[config.mk]
export PLATFORM = sky130hd
export DESIGN_NAME = pus_seq
export DESIGN_NICKNAME = d
export VERILOG_FILES = /design/src/hdl/png_scanline_unfilter_macros.svh /design/src/hdl/pus_pkg.sv /design/src/hdl/pus_seq.sv
export SDC_FILE = /design/constraint.sdc
export NUM_CORES = 1
export LEC_CHECK = 0
export ABC_AREA = 1
export BUFFER_PORTS_ARGS = -buffer_cell sky130_fd_sc_hd__buf_2
export CORE_ASPECT_RATIO = 0.9
export CORE_MARGIN = 2
export CORE_UTILIZATION = 55
export CTS_CLUSTER_SIZE = 25
export DETAILED_ROUTE_END_ITERATION = 8
export GPL_TIMING_DRIVEN = 0
export PLACE_DENSITY = 0.81
export SLEW_MARGIN = 20
export SYNTH_ARGS = -nofsm -noshare
export SYNTH_HDL_FRONTEND = slang
export SYNTH_SLANG_ARGS = --single-unit
[constraint.sdc]
create_clock -name clk -period 3.6 [get_ports clk]
set_clock_uncertainty 0.15 [all_clocks]
set_input_delay 0.72 -clock clk [delete_from_list [all_inputs] [get_ports clk]]
set_output_delay 0.72 -clock clk [all_outputs]
set_load 0.005 [all_outputs]
[src/hdl/png_scanline_unfilter_macros.svh]
// ----------------------------------------------------------------------------
// png_scanline_unfilter_macros
// Assertion macros shared by the scanline unfilter modules.
// ----------------------------------------------------------------------------
`ifndef PNG_SCANLINE_UNFILTER_MACROS_SVH
`define PNG_SCANLINE_UNFILTER_MACROS_SVH

// same-cycle implication, checked outside reset
`define PUS_ASSERT_NOW(name, ante, cons, msg) \
  name: assert property (@(posedge clk) disable iff (rst) (ante) |-> (cons)) else $error(msg);

// next-cycle implication, checked outside reset
`define PUS_ASSERT_NEXT(name, ante, cons, msg) \
  name: assert property (@(posedge clk) disable iff (rst) (ante) |=> (cons)) else $error(msg);

`endif

[src/hdl/pus_pkg.sv]
// ----------------------------------------------------------------------------
// pus_pkg
// Shared types, widths and register codes of the scanline unfilter.
// ----------------------------------------------------------------------------
package pus_pkg;

  // line store geometry
  localparam int MAX_ROW_BYTES = 4096;
  localparam int ADDR_W        = $clog2(MAX_ROW_BYTES);
  localparam int POS_W         = ADDR_W + 1;
  localparam int ROWS_W        = 16;
  localparam int BPP_W         = 3;
  localparam int CFG_IDX_W     = 2;
  localparam int CFG_DATA_W    = 16;

  // configuration register indexes
  localparam logic [CFG_IDX_W-1:0] REG_ROW_BYTES = 2'd0;
  localparam logic [CFG_IDX_W-1:0] REG_BPP       = 2'd1;
  localparam logic [CFG_IDX_W-1:0] REG_ROWS      = 2'd2;

  // filter type codes as they appear in the stream
  localparam logic [7:0] CODE_NONE  = 8'd0;
  localparam logic [7:0] CODE_SUB   = 8'd1;
  localparam logic [7:0] CODE_UP    = 8'd2;
  localparam logic [7:0] CODE_AVG   = 8'd3;
  localparam logic [7:0] CODE_PAETH = 8'd4;

  // decoded filter of a row, raw copy for unknown codes
  typedef enum logic [2:0] {
    FILT_NONE,
    FILT_SUB,
    FILT_UP,
    FILT_AVG,
    FILT_PAETH,
    FILT_RAW
  } filt_t;

  // one data byte on its way from the sequencer to the reconstruction stage
  typedef struct packed {
    logic [ADDR_W-1:0] addr;
    logic [7:0]        data;
    filt_t             filt;
    logic              first_row;
    logic              has_left;
    logic              row_end;
    logic              image_end;
  } item_t;

  function automatic filt_t filt_decode(input logic [7:0] code);
    filt_t f;
    unique case (code)
      CODE_NONE:  f = FILT_NONE;
      CODE_SUB:   f = FILT_SUB;
      CODE_UP:    f = FILT_UP;
      CODE_AVG:   f = FILT_AVG;
      CODE_PAETH: f = FILT_PAETH;
      default:    f = FILT_RAW;
    endcase
    return f;
  endfunction

endpackage

[src/hdl/pus_seq.sv]
// ----------------------------------------------------------------------------
// pus_seq
// Input sequencer: tracks byte position, row count and row filter, tags each
// data byte with its line store address and row/image end flags.
// ----------------------------------------------------------------------------
module pus_seq (
  input  logic                         clk,
  input  logic                         rst,
  input  logic                         in_valid,
  output logic                         in_ready,
  input  logic [7:0]                   stream_byte,
  input  logic [pus_pkg::POS_W-1:0]    rb_eff,
  input  logic [pus_pkg::BPP_W-1:0]    bpp_eff,
  input  logic [pus_pkg::ROWS_W-1:0]   rows_eff,
  input  logic                         data_ready,
  output logic                         data_fire,
  output pus_pkg::item_t               item
);

  logic [pus_pkg::POS_W-1:0]  byte_position;
  logic [pus_pkg::ROWS_W-1:0] row_index;
  pus_pkg::filt_t             row_filter;

  logic                       at_filter;
  logic                       in_fire;
  logic                       row_done;
  logic [pus_pkg::ROWS_W-1:0] row_index_inc;
  logic                       img_done;
  logic [pus_pkg::ADDR_W-1:0] addr;

  // filter bytes need no downstream room
  assign at_filter = (byte_position == '0);
  assign in_ready  = at_filter || data_ready;
  assign in_fire   = in_valid && in_ready;
  assign data_fire = in_fire && !at_filter;

  // row and image end detection
  assign addr          = pus_pkg::ADDR_W'(byte_position - pus_pkg::POS_W'(1));
  assign row_done      = (byte_position >= rb_eff);
  assign row_index_inc = row_index + pus_pkg::ROWS_W'(1);
  assign img_done      = row_done && ((row_index_inc >= rows_eff) || (row_index_inc == '0));

  // tag the data byte
  always_comb begin
    item.addr      = addr;
    item.data      = stream_byte;
    item.filt      = row_filter;
    item.first_row = (row_index == '0);
    item.has_left  = (addr >= pus_pkg::ADDR_W'(bpp_eff));
    item.row_end   = row_done;
    item.image_end = img_done;
  end

  // position, row and filter tracking
  always_ff @(posedge clk) begin
    if (rst) begin
      byte_position <= '0;
      row_index     <= '0;
      row_filter    <= pus_pkg::FILT_NONE;
    end else if (in_fire) begin
      if (at_filter) begin
        row_filter    <= pus_pkg::filt_decode(stream_byte);
        byte_position <= pus_pkg::POS_W'(1);
      end else if (row_done) begin
        byte_position <= '0;
        row_index     <= img_done ? '0 : row_index_inc;
      end else begin
        byte_position <= byte_position + pus_pkg::POS_W'(1);
      end
    end
  end

endmodule

* After elaboration in Yosys (flattened, before gate mapping) *
Index checks and enable logic that the tools add are counted.

cells by class
  reductions and logical operators = 12
  $lt $le $gt $ge = 3
  multiplexer cells = 4
  bitwise operators = 1
  equality and inequality tests = 4
  add/sub/neg operators = 3

operator list
  kind                   number
  $logic_not 16->1       2
  $mux 13                2
  $add 16x1->16 const B  1
  $eq 8x2->1 const B     2
  $ge 16x16->1           1
  $mux 16                1
  $pmux 3 s5             1
  $add 13x1->13 const B  1
  $ge 13x13->1           1
  $logic_not 13->1       1
  $ge 12x3->1            1
  $sub 12x1->12 const B  1
  $eq 8x1->1 const B     1
  $eq 8x3->1 const B     1
  $logic_not 8->1        1
  $logic_and 1x1->1      3
  $reduce_and 3->1       1
  $logic_or 1x1->1       2
  $reduce_and 2->1       1
  $logic_not 1->1        1
  $not 1->1              1

word-level totals
  logic and storage cells = 30
  output and inout bits = 29
  bits in registers = 32

* Depth between registers and ports, before layout *
  depth in word-level cells = 5
  mapped depth = 20
  mapped depth without buffers = 19

* Worst setup path before layout *
No wires, ideal clock.

  path kind = reg2out
  from = reg row_index[0] (netlist bit)
  to = out item[0] (netlist bit)
  slack = 0.297 ns
  stages on the path, launching flop included = 18
  required time = 2.730 ns
  buffers on the path = 2
  arrival = 2.433 ns
  cells stage by stage = dfxtp_1 > ha_1 > nand2_1 > nor2_4 > nand2_1 > nor2_1 > nand3_1 > nand2_1 > inv_1 > ha_1 > nand2_1 > nor2_1 > nand2_1 > nor4_1 > nor2_2 > buf_2 > a21boi_2 > buf_4

on the way
  word-level cells in the longest chain between the ends = 4
  elaborated cells between the ends (all ways) = 5

RTL lines
  item                                                     line           RTL
  start: declaration                                       pus_seq.sv:21  logic [pus_pkg::ROWS_W-1:0] row_index;
  start signal: assignment                                 pus_seq.sv:66  row_index <= img_done ? '0 : row_index_inc;
  $add 16x1->16 *                                          pus_seq.sv:40  assign row_index_inc = row_index + pus_pkg::ROWS_W'(1);
  $ge 16x16->1 / $logic_not 16->1 (equally long branches)  pus_seq.sv:41  assign img_done = row_done && ((row_index_inc >= rows_eff) || (row_index_inc == '0));
  $logic_or 1x1->1 *                                       pus_seq.sv:41
  $logic_and 1x1->1 *                                      pus_seq.sv:41
  end: declaration                                         pus_seq.sv:17  output pus_pkg::item_t item

Every way passes the cells marked *; elsewhere a longest branch is shown, timed or not.

* Worst setup path in the final report *
  from = reg row_index[1] (netlist bit)
  to = out item[0] (netlist bit)

The elaborated chain is that of the path after synthesis.

==> out/summary.md <==
• biggest area contributors in the synthesized netlist: dfxtp_1 19%, nand2_1 17%, ha_1 14%
• number of global-route vias before repair: 3473
• area overhead of the layout relative to synthesis: 27.71%
• synthesized-area fraction occupied by xor and xnor cells: 0.03108
• routed vias: 3871
• worst hold path class: reg -> reg
• core area: 6047 um^2
• most frequent cells in the layout: 139 x nand2_1, 84 x inv_1, 72 x buf_2, 39 x nor2_1, 34 x ha_1
• critical path data arrival time: 2690 ps
• classification of the worst setup path: reg -> out
• root buffer cell: clkbuf_8
• power consumption: 0.9264 mW
• cells after synthesis: 543
• worst slew pin tran: 519.8 ps
• clock tree from TritonCTS: done
• distinct cell type count of the synthesized netlist: 39
• compound-gate portion of the synthesized area: 0.1180
• worst endpoint required time: 2730 ps
• post-detailed-placement half-perimeter wirelength: 7.156 mm
• fraction of layout cells with a size suffix above 1: 0.3083
• Fillers: 506
• Final setup viols: 0
• Routability Congestion: 0.9563
• ratio of total power to cell area: 214.5 nW/um^2
• adder-cell area share of the yosys netlist: 0.1406
• most common cell after layout, fill and taps aside: nand2_1
• flops & latches, synth: 32
• Diodes inserted: 0
• drt via density: 5.444
• Pins Over Slew Limit: 0
• Yosys top cell area share: 0.1894
• starting DRC count in detailed routing: 416
• proportion of synthesized chip area in sequential cells: 0.1894
• number of antenna-violating nets in the routed design: 0
• RSZ-0062 raised after global routing: true
• clock buffer depth: 2
• maximum number of pins on one net before global-route repair: 11
• Reg clk slew, reported paths: 70 ps
• result of the run: completed
• total die area: 6793 um^2
• num rows: 27
• net count after synthesis: 625
• crit path launch type: flip-flop
• IR Drop Worst-Case VDD: 0.2166 mV
• number of top-level design ports: 73
• hold buffers post-CTS: 0
• highest net fanout along the worst path: 4
• combinational family with the most area after synthesis: simple AND/OR/NAND/NOR gates
• Worst Setup End Kind: output pin
• global-route total usage across every layer: 0.2795
• final worst path period share: 0.9882
• reported max-cap violation count: 0
• # port buffers: 71
• number of levels in the clock H-tree: 2
• most area-hungry cell type in the Yosys netlist: dfxtp_1
• count of yosys warnings during synthesis: 0
• post-synthesis instance area: 3382 um^2
• Fin. Hold Viols: 0
• share of synthesized cell area in and, or, nand and nor gates: 0.3651
• antenna violations before repair: 0
• drt first pass iters: 5
• Max-Slew Margin vs Limit: 0.6535
• WL/cell: 13.78 um
• # DRC: 0
• leakage power total: 2.390 nW
• final WL: 9.800 mm
• Final Util: 0.7143
• achievable clock frequency: 281.1 MHz
• floorplan die height: 78.39 um
• r2r setup slk: 710 ps
• effective utilization at floorplan: 0.5593
• total clock buffers created by CTS: 5
• die width: 86.66 um
• first-pass GRT wire length: 15.31 mm
• insertion delay of the later-clocked pin in the worst-skew pair: 290 ps
• Avg Inst Size Synth: 6.228 um^2
• total overflow reported by the global router: 0
• total number of nets in the final design: 720
• fin crit period: 3558 ps
• clock tree sinks: 32
• multiplexer area fraction after synthesis: 0
[path summary, 6_finish.rpt]
kind                          from          endpoint  depth (start not counted)
hold / removal    byte_position[7]  byte_position[7]                          2
setup reg to reg      row_index[1]      row_index[1]                         18
hold reg to reg   byte_position[7]  byte_position[7]                          2
setup / recovery      row_index[1]           item[0]                         16
[critical path, stage by stage, from the launching register on]
cell and delay [ps]:
dfxtp_4 380, ha_4 170, nand2_4 60, nor2_4 140, nand2_4 80, nor2_4 120, nand3_2 70, nand2_2 80
inv_2 50, ha_4 270, nand2_4 50, nor2_4 170, nand2_4 80, nor4_4 340, nor2_4 90, a21boi_2 120
buf_2 120
[cells by family (layout without fill, tap and decap cells)]
group           Yosys count  count (layout)
simple gates            276             276
buf+inv                 118             214
compound gates           67              67
fa+ha+maj                38              38
flops                    32              32
xor+xnor                 12              12
[power by group]
group | internal [mW] | total (mW) | switching, mW | leakage, nW
Combinational | 0.0780 | 0.175 | 0.0974 | 2.06
Clock | 0.244 | 0.392 | 0.147 | 0.0645
Sequential | 0.355 | 0.359 | 0.00431 | 0.266
Total | 0.677 | 0.926 | 0.249 | 2.39
[registers in the layout (all words and copies together) (netlist names)]
signal	count
byte_position	13
row_index	16
row_filter	3
[synthesized netlist by cell type]
cell type / number
a2111oi_0: 1
a211oi_1: 1
a21boi_0: 1
a21boi_2: 1
a21o_1: 1
a21oi_1: 31
a21oi_2: 11
a22oi_1: 1
buf_2: 2
buf_4: 10
buf_6: 5
clkbuf_1: 3
clkinv_1: 1
clkinv_2: 1
dfxtp_1: 32
ha_1: 38
inv_1: 88
inv_2: 6
inv_4: 2
nand2_1: 152
nand2_2: 2
nand2_4: 4
nand2_8: 1
nand3_1: 33
nand3_2: 1
nand3b_1: 1
nand4_1: 14
nor2_1: 47
nor2_2: 4
nor2_4: 2
nor3_1: 9
nor3_4: 1
nor4_1: 4
o21ai_0: 15
o21ai_1: 3
o21bai_1: 1
or2_2: 1
xnor2_1: 1
xor2_1: 11
[layer usage]
metal  wire length [um]  global-route usage
met5                  0                   0
met4                230             0.07656
met3                896             0.04732
met2               4487              0.4369
met1               4186              0.3950
[area by class of cell]
type	instances	area [um^2]	share of cell area
buffer	18	140.1	0.03244
clock inverter	1	30.03	0.006952
timing repair buffer	90	501.7	0.1162
sequential	32	664.4	0.1538
clock buffer	7	96.34	0.02231
inverter	98	374.1	0.08662
multi-input combinational	393	2422	0.5608
tap	72	90.09	0.02086
[repair_timing]
| item | CTS | global route |
|---|---|---|
| setup buffers | 6 | 13 |
| setup endpoints to repair | 1 | 1 |
| pin swaps | 7 | 20 |
| resized for setup | 35 | 35 |
[per-stage QoR]
step	hold slack [ps]	TNS (ps)	std cells	area, um^2	setup WS [ps]
floorplan	334.5	0	543	3382	297.1
global placement	349.1	-327.9	686	3827	-327.9
detailed placement	362.9	-359.9	686	3827	-359.9
CTS	373.1	0	700	4110	3.979
global route	417.2	-95.18	711	4319	-95.18
finish	369.0	0	711	4319	42.37
No activity file was read; power rests on OpenSTA's default activity.
